## src/design/dqpb_pkg.sv

```systemverilog
`default_nettype none

package dqpb_pkg;

    localparam int CNT_W       = 6;
    localparam int ECNT_W      = 7;
    localparam int HDR_LEN     = 12;
    localparam int TRL_LEN     = 5;
    localparam int MAX_RESULTS = 64;

    localparam logic [7:0]  DOT_CHAR  = 8'h2E;
    localparam logic [15:0] HDR_FLAGS = 16'h0100;

    typedef enum logic [1:0] {
        SEL_HDR,
        SEL_LEN,
        SEL_DATA,
        SEL_TRL
    } dqpb_sel_t;

    typedef struct packed {
        logic             accept;
        logic             start_name;
        logic             close_name;
        logic             store;
        logic             set_ovf;
        logic             clr_count;
        logic             rd_en;
        logic [CNT_W-1:0] rd_addr;
        logic             emit;
        dqpb_sel_t        sel;
        logic [CNT_W-1:0] idx;
        logic             lor;
        logic             eop;
    } dqpb_cmd_t;

    typedef struct packed {
        logic             in_name;
        logic             is_dot;
        logic             last;
        logic             room;
        logic [CNT_W-1:0] count;
        logic             out_free;
    } dqpb_stat_t;

    // id, flags, qdcount 1, other counts 0
    function automatic logic [7:0] hdr_byte(input logic [3:0] idx, input logic [15:0] id);
        logic [7:0] b;
        begin
            unique case (idx)
                4'd0:    b = id[15:8];
                4'd1:    b = id[7:0];
                4'd2:    b = HDR_FLAGS[15:8];
                4'd3:    b = HDR_FLAGS[7:0];
                4'd5:    b = 8'h01;
                default: b = 8'h00;
            endcase
            return b;
        end
    endfunction

    // terminator, type 1, class 1
    function automatic logic [7:0] trl_byte(input logic [2:0] idx);
        logic [7:0] b;
        begin
            unique case (idx)
                3'd2:    b = 8'h01;
                3'd4:    b = 8'h01;
                default: b = 8'h00;
            endcase
            return b;
        end
    endfunction

endpackage

`default_nettype wire

```

## src/design/dqpb_datapath.sv

```systemverilog
`default_nettype none

module dqpb_datapath
    import dqpb_pkg::*;
#(
    parameter int MAX_LABEL = 32,
    parameter int AW        = 5
)
(
    input  wire logic       clk,
    input  wire logic       rst_n,
    input  wire logic [7:0] in_char,
    input  wire logic       in_last,
    input  wire dqpb_cmd_t  cmd,
    output dqpb_stat_t      st,
    output logic            m_tvalid,
    input  wire logic       m_tready,
    output logic [7:0]      m_tdata,
    output logic            m_tlast,
    output logic [1:0]      m_tuser
);

    logic [7:0]       char_reg;
    logic             last_reg;
    logic [15:0]      qc_reg;
    logic             inside_reg;
    logic             ovf_reg;
    logic [CNT_W-1:0] count_reg;
    logic [7:0]       rd_data_reg;
    logic             valid_reg;
    logic [7:0]       byte_reg;
    logic             lor_reg;
    logic             eop_reg;
    logic             ovf_out_reg;
    logic [7:0]       byte_next;

    logic [7:0] mem [MAX_LABEL];

    always_comb
    begin
        st.in_name  = inside_reg;
        st.is_dot   = (char_reg == DOT_CHAR);
        st.last     = last_reg;
        st.room     = (count_reg < CNT_W'(MAX_LABEL));
        st.count    = count_reg;
        st.out_free = !valid_reg || m_tready;
    end

    always_comb
    begin
        unique case (cmd.sel)
            SEL_HDR:  byte_next = hdr_byte(cmd.idx[3:0], qc_reg);
            SEL_LEN:  byte_next = {{(8-CNT_W){1'b0}}, count_reg};
            SEL_DATA: byte_next = rd_data_reg;
            SEL_TRL:  byte_next = trl_byte(cmd.idx[2:0]);
            default:  byte_next = 8'h00;
        endcase
    end

    always_ff @(posedge clk)
    begin
        if (cmd.accept)
        begin
            char_reg <= in_char;
            last_reg <= in_last;
        end
        if (cmd.store)
        begin
            mem[count_reg[AW-1:0]] <= char_reg;
        end
        if (cmd.rd_en)
        begin
            rd_data_reg <= mem[cmd.rd_addr[AW-1:0]];
        end
        if (cmd.emit)
        begin
            byte_reg    <= byte_next;
            lor_reg     <= cmd.lor;
            eop_reg     <= cmd.eop;
            ovf_out_reg <= cmd.eop && ovf_reg;
        end
    end

    always_ff @(posedge clk or negedge rst_n)
    begin
        if (!rst_n)
        begin
            qc_reg     <= '0;
            inside_reg <= 1'b0;
            ovf_reg    <= 1'b0;
            count_reg  <= '0;
            valid_reg  <= 1'b0;
        end
        else
        begin
            if (cmd.start_name)
            begin
                qc_reg     <= qc_reg + 16'd1;
                inside_reg <= 1'b1;
                ovf_reg    <= 1'b0;
            end
            else if (cmd.close_name)
            begin
                inside_reg <= 1'b0;
            end
            if (cmd.set_ovf)
            begin
                ovf_reg <= 1'b1;
            end
            if (cmd.clr_count)
            begin
                count_reg <= '0;
            end
            else if (cmd.store)
            begin
                count_reg <= count_reg + CNT_W'(1);
            end
            if (cmd.emit)
            begin
                valid_reg <= 1'b1;
            end
            else if (m_tready)
            begin
                valid_reg <= 1'b0;
            end
        end
    end

    assign m_tvalid = valid_reg;
    assign m_tdata  = byte_reg;
    assign m_tlast  = lor_reg;
    assign m_tuser  = {ovf_out_reg, eop_reg};

endmodule

`default_nettype wire

```

## src/design/dqpb_ctrl.sv

```systemverilog
`default_nettype none

module dqpb_ctrl
    import dqpb_pkg::*;
(
    input  wire logic       clk,
    input  wire logic       rst_n,
    input  wire logic       s_tvalid,
    output logic            s_tready,
    input  wire dqpb_stat_t st,
    output dqpb_cmd_t       cmd
);

    typedef enum logic [2:0] {
        ST_IDLE,
        ST_HDR,
        ST_PROC,
        ST_FLEN,
        ST_FDATA,
        ST_TRL
    } state_t;

    state_t            state_reg, state_next;
    logic [CNT_W-1:0]  idx_reg, idx_next;
    logic [ECNT_W-1:0] ecnt_reg, ecnt_next;
    logic              final_reg, final_next;
    state_t            after_flush;
    logic              flush_final;
    logic              cap;

    assign s_tready = (state_reg == ST_IDLE);
    assign cap      = (ecnt_reg == ECNT_W'(MAX_RESULTS - 1));

    // where to go once a label has been flushed
    always_comb
    begin
        flush_final = 1'b0;
        if (st.last && !final_reg)
        begin
            after_flush = ST_FLEN;
            flush_final = 1'b1;
        end
        else if (final_reg)
        begin
            after_flush = ST_TRL;
        end
        else
        begin
            after_flush = ST_IDLE;
        end
    end

    always_comb
    begin
        cmd        = '0;
        cmd.idx    = idx_reg;
        state_next = state_reg;
        idx_next   = idx_reg;
        ecnt_next  = ecnt_reg;
        final_next = final_reg;

        unique case (state_reg)
            ST_IDLE:
            begin
                if (s_tvalid)
                begin
                    cmd.accept = 1'b1;
                    ecnt_next  = '0;
                    final_next = 1'b0;
                    idx_next   = '0;
                    if (!st.in_name)
                    begin
                        cmd.start_name = 1'b1;
                        state_next     = ST_HDR;
                    end
                    else
                    begin
                        state_next = ST_PROC;
                    end
                end
            end
            ST_HDR:
            begin
                cmd.sel = SEL_HDR;
                if (st.out_free)
                begin
                    cmd.emit  = 1'b1;
                    ecnt_next = ecnt_reg + ECNT_W'(1);
                    if (idx_reg == CNT_W'(HDR_LEN - 1))
                    begin
                        cmd.lor    = !st.last;
                        state_next = ST_PROC;
                    end
                    else
                    begin
                        idx_next = idx_reg + CNT_W'(1);
                    end
                end
            end
            ST_PROC:
            begin
                if (st.is_dot && st.count != '0)
                begin
                    state_next = ST_FLEN;
                end
                else
                begin
                    cmd.store   = st.room;
                    cmd.set_ovf = !st.room;
                    if (st.last)
                    begin
                        final_next = 1'b1;
                        state_next = ST_FLEN;
                    end
                    else
                    begin
                        state_next = ST_IDLE;
                    end
                end
            end
            ST_FLEN:
            begin
                cmd.sel = SEL_LEN;
                if (st.out_free)
                begin
                    cmd.emit  = 1'b1;
                    ecnt_next = ecnt_reg + ECNT_W'(1);
                    idx_next  = '0;
                    if (st.count == '0)
                    begin
                        cmd.clr_count = 1'b1;
                        cmd.lor       = !final_reg && !st.last;
                        final_next    = final_reg || flush_final;
                        state_next    = after_flush;
                    end
                    else
                    begin
                        cmd.rd_en   = 1'b1;
                        cmd.rd_addr = '0;
                        state_next  = ST_FDATA;
                    end
                end
            end
            ST_FDATA:
            begin
                cmd.sel = SEL_DATA;
                if (st.out_free)
                begin
                    cmd.emit  = 1'b1;
                    ecnt_next = ecnt_reg + ECNT_W'(1);
                    if ((idx_reg + CNT_W'(1)) == st.count)
                    begin
                        cmd.clr_count = 1'b1;
                        cmd.lor       = !final_reg && !st.last;
                        final_next    = final_reg || flush_final;
                        idx_next      = '0;
                        state_next    = after_flush;
                    end
                    else
                    begin
                        cmd.rd_en   = 1'b1;
                        cmd.rd_addr = idx_reg + CNT_W'(1);
                        idx_next    = idx_reg + CNT_W'(1);
                    end
                end
            end
            ST_TRL:
            begin
                cmd.sel = SEL_TRL;
                if (st.out_free)
                begin
                    cmd.emit  = 1'b1;
                    ecnt_next = ecnt_reg + ECNT_W'(1);
                    if (idx_reg == CNT_W'(TRL_LEN - 1) || cap)
                    begin
                        cmd.lor        = 1'b1;
                        cmd.eop        = 1'b1;
                        cmd.close_name = 1'b1;
                        idx_next       = '0;
                        state_next     = ST_IDLE;
                    end
                    else
                    begin
                        idx_next = idx_reg + CNT_W'(1);
                    end
                end
            end
            default:
            begin
                state_next = ST_IDLE;
            end
        endcase
    end

    always_ff @(posedge clk or negedge rst_n)
    begin
        if (!rst_n)
        begin
            state_reg <= ST_IDLE;
            idx_reg   <= '0;
            ecnt_reg  <= '0;
            final_reg <= 1'b0;
        end
        else
        begin
            state_reg <= state_next;
            idx_reg   <= idx_next;
            ecnt_reg  <= ecnt_next;
            final_reg <= final_next;
        end
    end

endmodule

`default_nettype wire

```

## src/design/dns_query_packet_builder.sv

```systemverilog
// channel   dir  tdata          tlast          tuser
// s_axis    in   name_char      last_of_name   -
// m_axis    out  out_byte       last_of_run    end_of_packet, label_overflow
//
// a character is accepted, then stored or decided on; each byte that it adds is then sent
// the first character of a name adds the 12 header bytes; the last adds length, label,
// terminator and type/class bytes, one per cycle unless stalled; label via buffer read port
// reset clears the query id, label count and name state; the label buffer is not cleared
// a stalled output holds the sequencer; s_tready is high only between characters
`default_nettype none

module dns_query_packet_builder
    import dqpb_pkg::*;
#(
    parameter int MAX_LABEL = 32
)
(
    input  wire logic       clk,
    input  wire logic       rst_n,
    input  wire logic       s_tvalid,
    output logic            s_tready,
    input  wire logic [7:0] s_tdata,   // name_char
    input  wire logic       s_tlast,   // last_of_name
    output logic            m_tvalid,
    input  wire logic       m_tready,
    output logic [7:0]      m_tdata,   // out_byte
    output logic            m_tlast,   // last_of_run
    output logic [1:0]      m_tuser    // end_of_packet, label_overflow
);

    localparam int AW = (MAX_LABEL > 1) ? $clog2(MAX_LABEL) : 1;

    dqpb_cmd_t  cmd;
    dqpb_stat_t st;

    dqpb_ctrl u_ctrl (
        .clk      (clk),
        .rst_n    (rst_n),
        .s_tvalid (s_tvalid),
        .s_tready (s_tready),
        .st       (st),
        .cmd      (cmd)
    );

    dqpb_datapath #(
        .MAX_LABEL (MAX_LABEL),
        .AW        (AW)
    ) u_datapath (
        .clk      (clk),
        .rst_n    (rst_n),
        .in_char  (s_tdata),
        .in_last  (s_tlast),
        .cmd      (cmd),
        .st       (st),
        .m_tvalid (m_tvalid),
        .m_tready (m_tready),
        .m_tdata  (m_tdata),
        .m_tlast  (m_tlast),
        .m_tuser  (m_tuser)
    );

endmodule

`default_nettype wire
```

## config.mk

```make
export PLATFORM = sky130hd
export DESIGN_NAME = dns_query_packet_builder
export DESIGN_NICKNAME = d
export VERILOG_FILES = /design/src/design/dqpb_pkg.sv /design/src/design/dqpb_datapath.sv /design/src/design/dqpb_ctrl.sv /design/src/design/dns_query_packet_builder.sv
export SDC_FILE = /design/constraint.sdc
export NUM_CORES = 1
export LEC_CHECK = 0
export ABC_AREA = 1
export BUFFER_PORTS_ARGS = -buffer_cell sky130_fd_sc_hd__buf_2
export CORE_MARGIN = 4
export CORE_UTILIZATION = 60
export CTS_CLUSTER_DIAMETER = 120
export CTS_CLUSTER_SIZE = 24
export DETAILED_ROUTE_END_ITERATION = 10
export PLACE_DENSITY = 0.84
export SLEW_MARGIN = 5
export SYNTH_ARGS = -nofsm -noshare
export SYNTH_HDL_FRONTEND = slang
export SYNTH_SLANG_ARGS = --single-unit
```

## constraint.sdc

```tcl
create_clock -name clk -period 10.11 [get_ports clk]
set_clock_uncertainty 0.2 [all_clocks]
set_input_delay 0 -clock clk [delete_from_list [all_inputs] [get_ports clk]]
set_output_delay 0 -clock clk [all_outputs]
set_load 0.01 [all_outputs]
```

==> key figures <==
Synth
  – Post-synth top area share: between 50% and 60%
  – Sequential area share after synthesis: around 63%
  – Area contributors post-synth: edfxtp_1 (56%), dfrtp_1 (6.9%), nand3_1 (6.9%)
  – Syn_area_per_cell: 9.94 um^2
  – Post-synth net total: 1556
  – Synth Instances: ~1500
  – Syn. warnings: 0
  – Netlist cell types: 45
  – Async SR Flop Fraction: 12.9%
  – Synth Cell Area: about 15000 um^2
  – Cell taking the most area after synthesis: edfxtp_1
  – Post-synthesis sequential element count: 326
  – Post-synth EDFFs: 284
  – Synth Flop Type: edfxtp_1

STA
  – Min Clock Period, post-route: 5400 ps
  – RSZ-0062 raised after global routing: false
  – Setup TNS: 0 ps
  – Maximum clock frequency: around 190 MHz
  – Final setup viols: 0
  – Slew headroom: approximately a quarter
  – Measured slew at the worst slew-check pin: approximately 1100 ps
  – Final hold violations: 0
  – Crit share post-route: 53.4%
  – Slew Viols, Final: 0

Clocking
  – CTS Root Cell: clkbuf_16
  – Htree depth: 1
  – TritonCTS Sinks: 326
  – Clock buffer count from CTS: 17
  – CTS tree: done
  – Setup Buffers After CTS: 0
  – Worst-Skew Late Latency: 520 ps
  – Cts repair resizes: 0
  – Clock Path Buffers: 3
  – Clock transition at path regs: 100 ps

Setup path
  – Crit path arrival time: 5490 ps
  – Most used cell, CP: nand2_1
  – Register-to-Register Setup Slack: 4710 ps
  – CP max-delay cell: nand3_2
  – Reg2reg path depth: 18
  – Crit path largest cell delay: between 700 and 800 ps
  – Crit Path Max Fanout: 77
  – Critical path launch point: u_ctrl.idx_reg[0]
  – RR Endpoint: u_datapath.rd_data_reg[3]
  – Setup CP Type: register to register
  – Worst r2r src: u_ctrl.idx_reg[0]
  – Required time worst endpoint: a little over 10000 ps
  – Worst path cell trace: inv_4 -> ha_1 -> inv_1 -> nand2_1 -> nand2_1 -> nor2_1 -> nand3_1 -> nor2_1 -> nand3_4 -> buf_4 -> nand3_2 -> buf_4 -> o21ai_1 -> nand3_1 -> nand3_1 -> nand2_1 -> nand2_1 -> nand2_1
  – Critical Path Sink: u_datapath.rd_data_reg[3]
  – CP Capture Type: register
  – Startpoint types: register

Global routing
  – Global-route wire length before repair: 57600 um
  – Vias in the first global route: 10500
  – Initial antenna violation count: 0
  – GRT Util Overall: between 20% and 30%
  – Gr ovfl total: 0
  – Largest net degree at the start of global routing: approximately 110

Routing
  – DR iter-0 viols: between 1500 and 2000
  – Post-route ant nets: 0
  – Vias/cell: 6.04
  – Avg WL per Cell: 19.6 um
  – Drt pass-1 iters: 7
  – DR DRC count: 0
  – Final WL: 36800 um
  – Routed vias: 11300

Power and ir drop
  – Pwr per Cell Area: roughly 220 nW/um^2
  – Max VDD drop: 192 uV
  – Static Leak: 6.71 nW
  – Total Power: 3.61 mW

Floorplanning
  – Die ar.: 28000 um^2
  – Chip height: 167 um
  – Starting density of the core: 60.7%
  – Row cnt: 58
  – Core box area: 25100 um^2
  – IO Pins: 26
  – Die Wd: 167 um

Layout
  – Final Util: 64.6%
  – Ratio of cells with drive above 1 in the final layout: 6.88%
  – P&R area growth vs syn: 6.43%
  – Max reg flops: 256
  – Commonest cells after routing, fill and taps aside: edfxtp_1 (284), inv_1 (244), nand2_1 (241)
  – Final #Nets: 1559
  – Number of diodes: 0
  – Most common cell after layout, fill and taps aside: edfxtp_1

Placement
  – GP Congestion: about 0.94
  – PortBufs: 25
  – HPWL Detailed: 22600 um

Hold path
  – Worst Hold Class: primary input to register

Run
  – Max cap viols: 0

Status
  – Status: complete, no violations
## worst min path at each step
stage / to / depth (start not counted) / startpoint / slack (ps)
2_1_floorplan: u_ctrl.ecnt_reg[0] / 0 / rst_n / -500
3_3_place_gp: u_datapath.char_reg[6] / 1 / s_tdata[6] / -20
3_5_place_dp: u_datapath.char_reg[6] / 1 / s_tdata[6] / -20
4_1_cts: u_datapath.char_reg[4] / 2 / s_tdata[4] / 8
5_1_grt: u_datapath.char_reg[4] / 2 / s_tdata[4] / 7
6_report: u_datapath.char_reg[4] / 2 / s_tdata[4] / 20
## per-stage QoR
step / instance area, um^2 / hold WS [ps] / std cells / worst slack [ps]
3_3_place_gp: 15500 / -23.5 / 1825 / 4960
2_1_floorplan: 15200 / -496 / 1533 / 6930
3_5_place_dp: 15500 / -21.4 / 1825 / 4820
6_report: 16200 / 15.6 / 1871 / 4710
4_1_cts: 16200 / 7.65 / 1871 / 4820
5_1_grt: 16200 / 7.34 / 1871 / 4340
## routing by layer
metal	GRT usage (%)	vias to the layer above	part of all wire, %
li1	-	5170	-
met1	35.5	5276	38
met2	41.3	739	48
met3	4.72	118	10
met4	8.68	0	3.9
met5	0	-	0
## power breakdown
group          internal, mW  total (mW)  switching, mW
sequential             1.63        1.71         0.0781
combinational         0.299        1.18          0.884
clock                 0.315       0.723          0.408
## cells by family after synthesis
family	after synthesis	share of synthesized area, %
compound gates	63	2.57
simple gates	783	24.0
buf+inv	334	8.81
flops	326	62.8
xor+xnor	17	0.977
fa+ha+maj	10	0.821
## final cells by class
cell class / count / area (um^2)
flip-flops and latches: 326 / 9580
fillers: 1892 / 8880
multi-input cells: 873 / 4340
inverters: 254 / 956
repair buffers: 64 / 483
clock buffers: 23 / 448
well taps: 330 / 413
clock inverters: 1 / 11.3
## synthesized netlist by cell type, types with 2 or more instances
| cell type | number |
|---|---|
| a2111oi_0 | 2 |
| a21oi_1 | 13 |
| a22o_1 | 2 |
| a31oi_1 | 2 |
| buf_1 | 2 |
| buf_2 | 29 |
| buf_4 | 9 |
| buf_6 | 2 |
| clkbuf_1 | 37 |
| dfrtp_1 | 42 |
| edfxtp_1 | 284 |
| ha_1 | 10 |
| inv_1 | 244 |
| inv_2 | 10 |
| nand2_1 | 241 |
| nand2_2 | 2 |
| nand3_1 | 209 |
| nand3_2 | 3 |
| nand4_1 | 121 |
| nor2_1 | 163 |
| nor2_2 | 4 |
| nor2_4 | 4 |
| nor3_1 | 12 |
| nor3_2 | 2 |
| nor4_1 | 3 |
| o211ai_1 | 5 |
| o21ai_0 | 8 |
| o21ai_1 | 11 |
| o22ai_1 | 10 |
| or2_2 | 17 |
| xor2_1 | 16 |
## timing repair
action,CTS,global route
hold buffers,22,0
hold endpoints to repair,81,0
setup endpoints to repair,0,0
## critical path: cells and delay by family, from the launching register on
kind | cells | cell delay (ps)
compound gates | 1 | 190
fa+ha+maj | 1 | 390
buf+inv | 4 | 1870
flops | 1 | 490
simple gates | 12 | 1890
No activity file was read; power rests on OpenSTA's default activity.
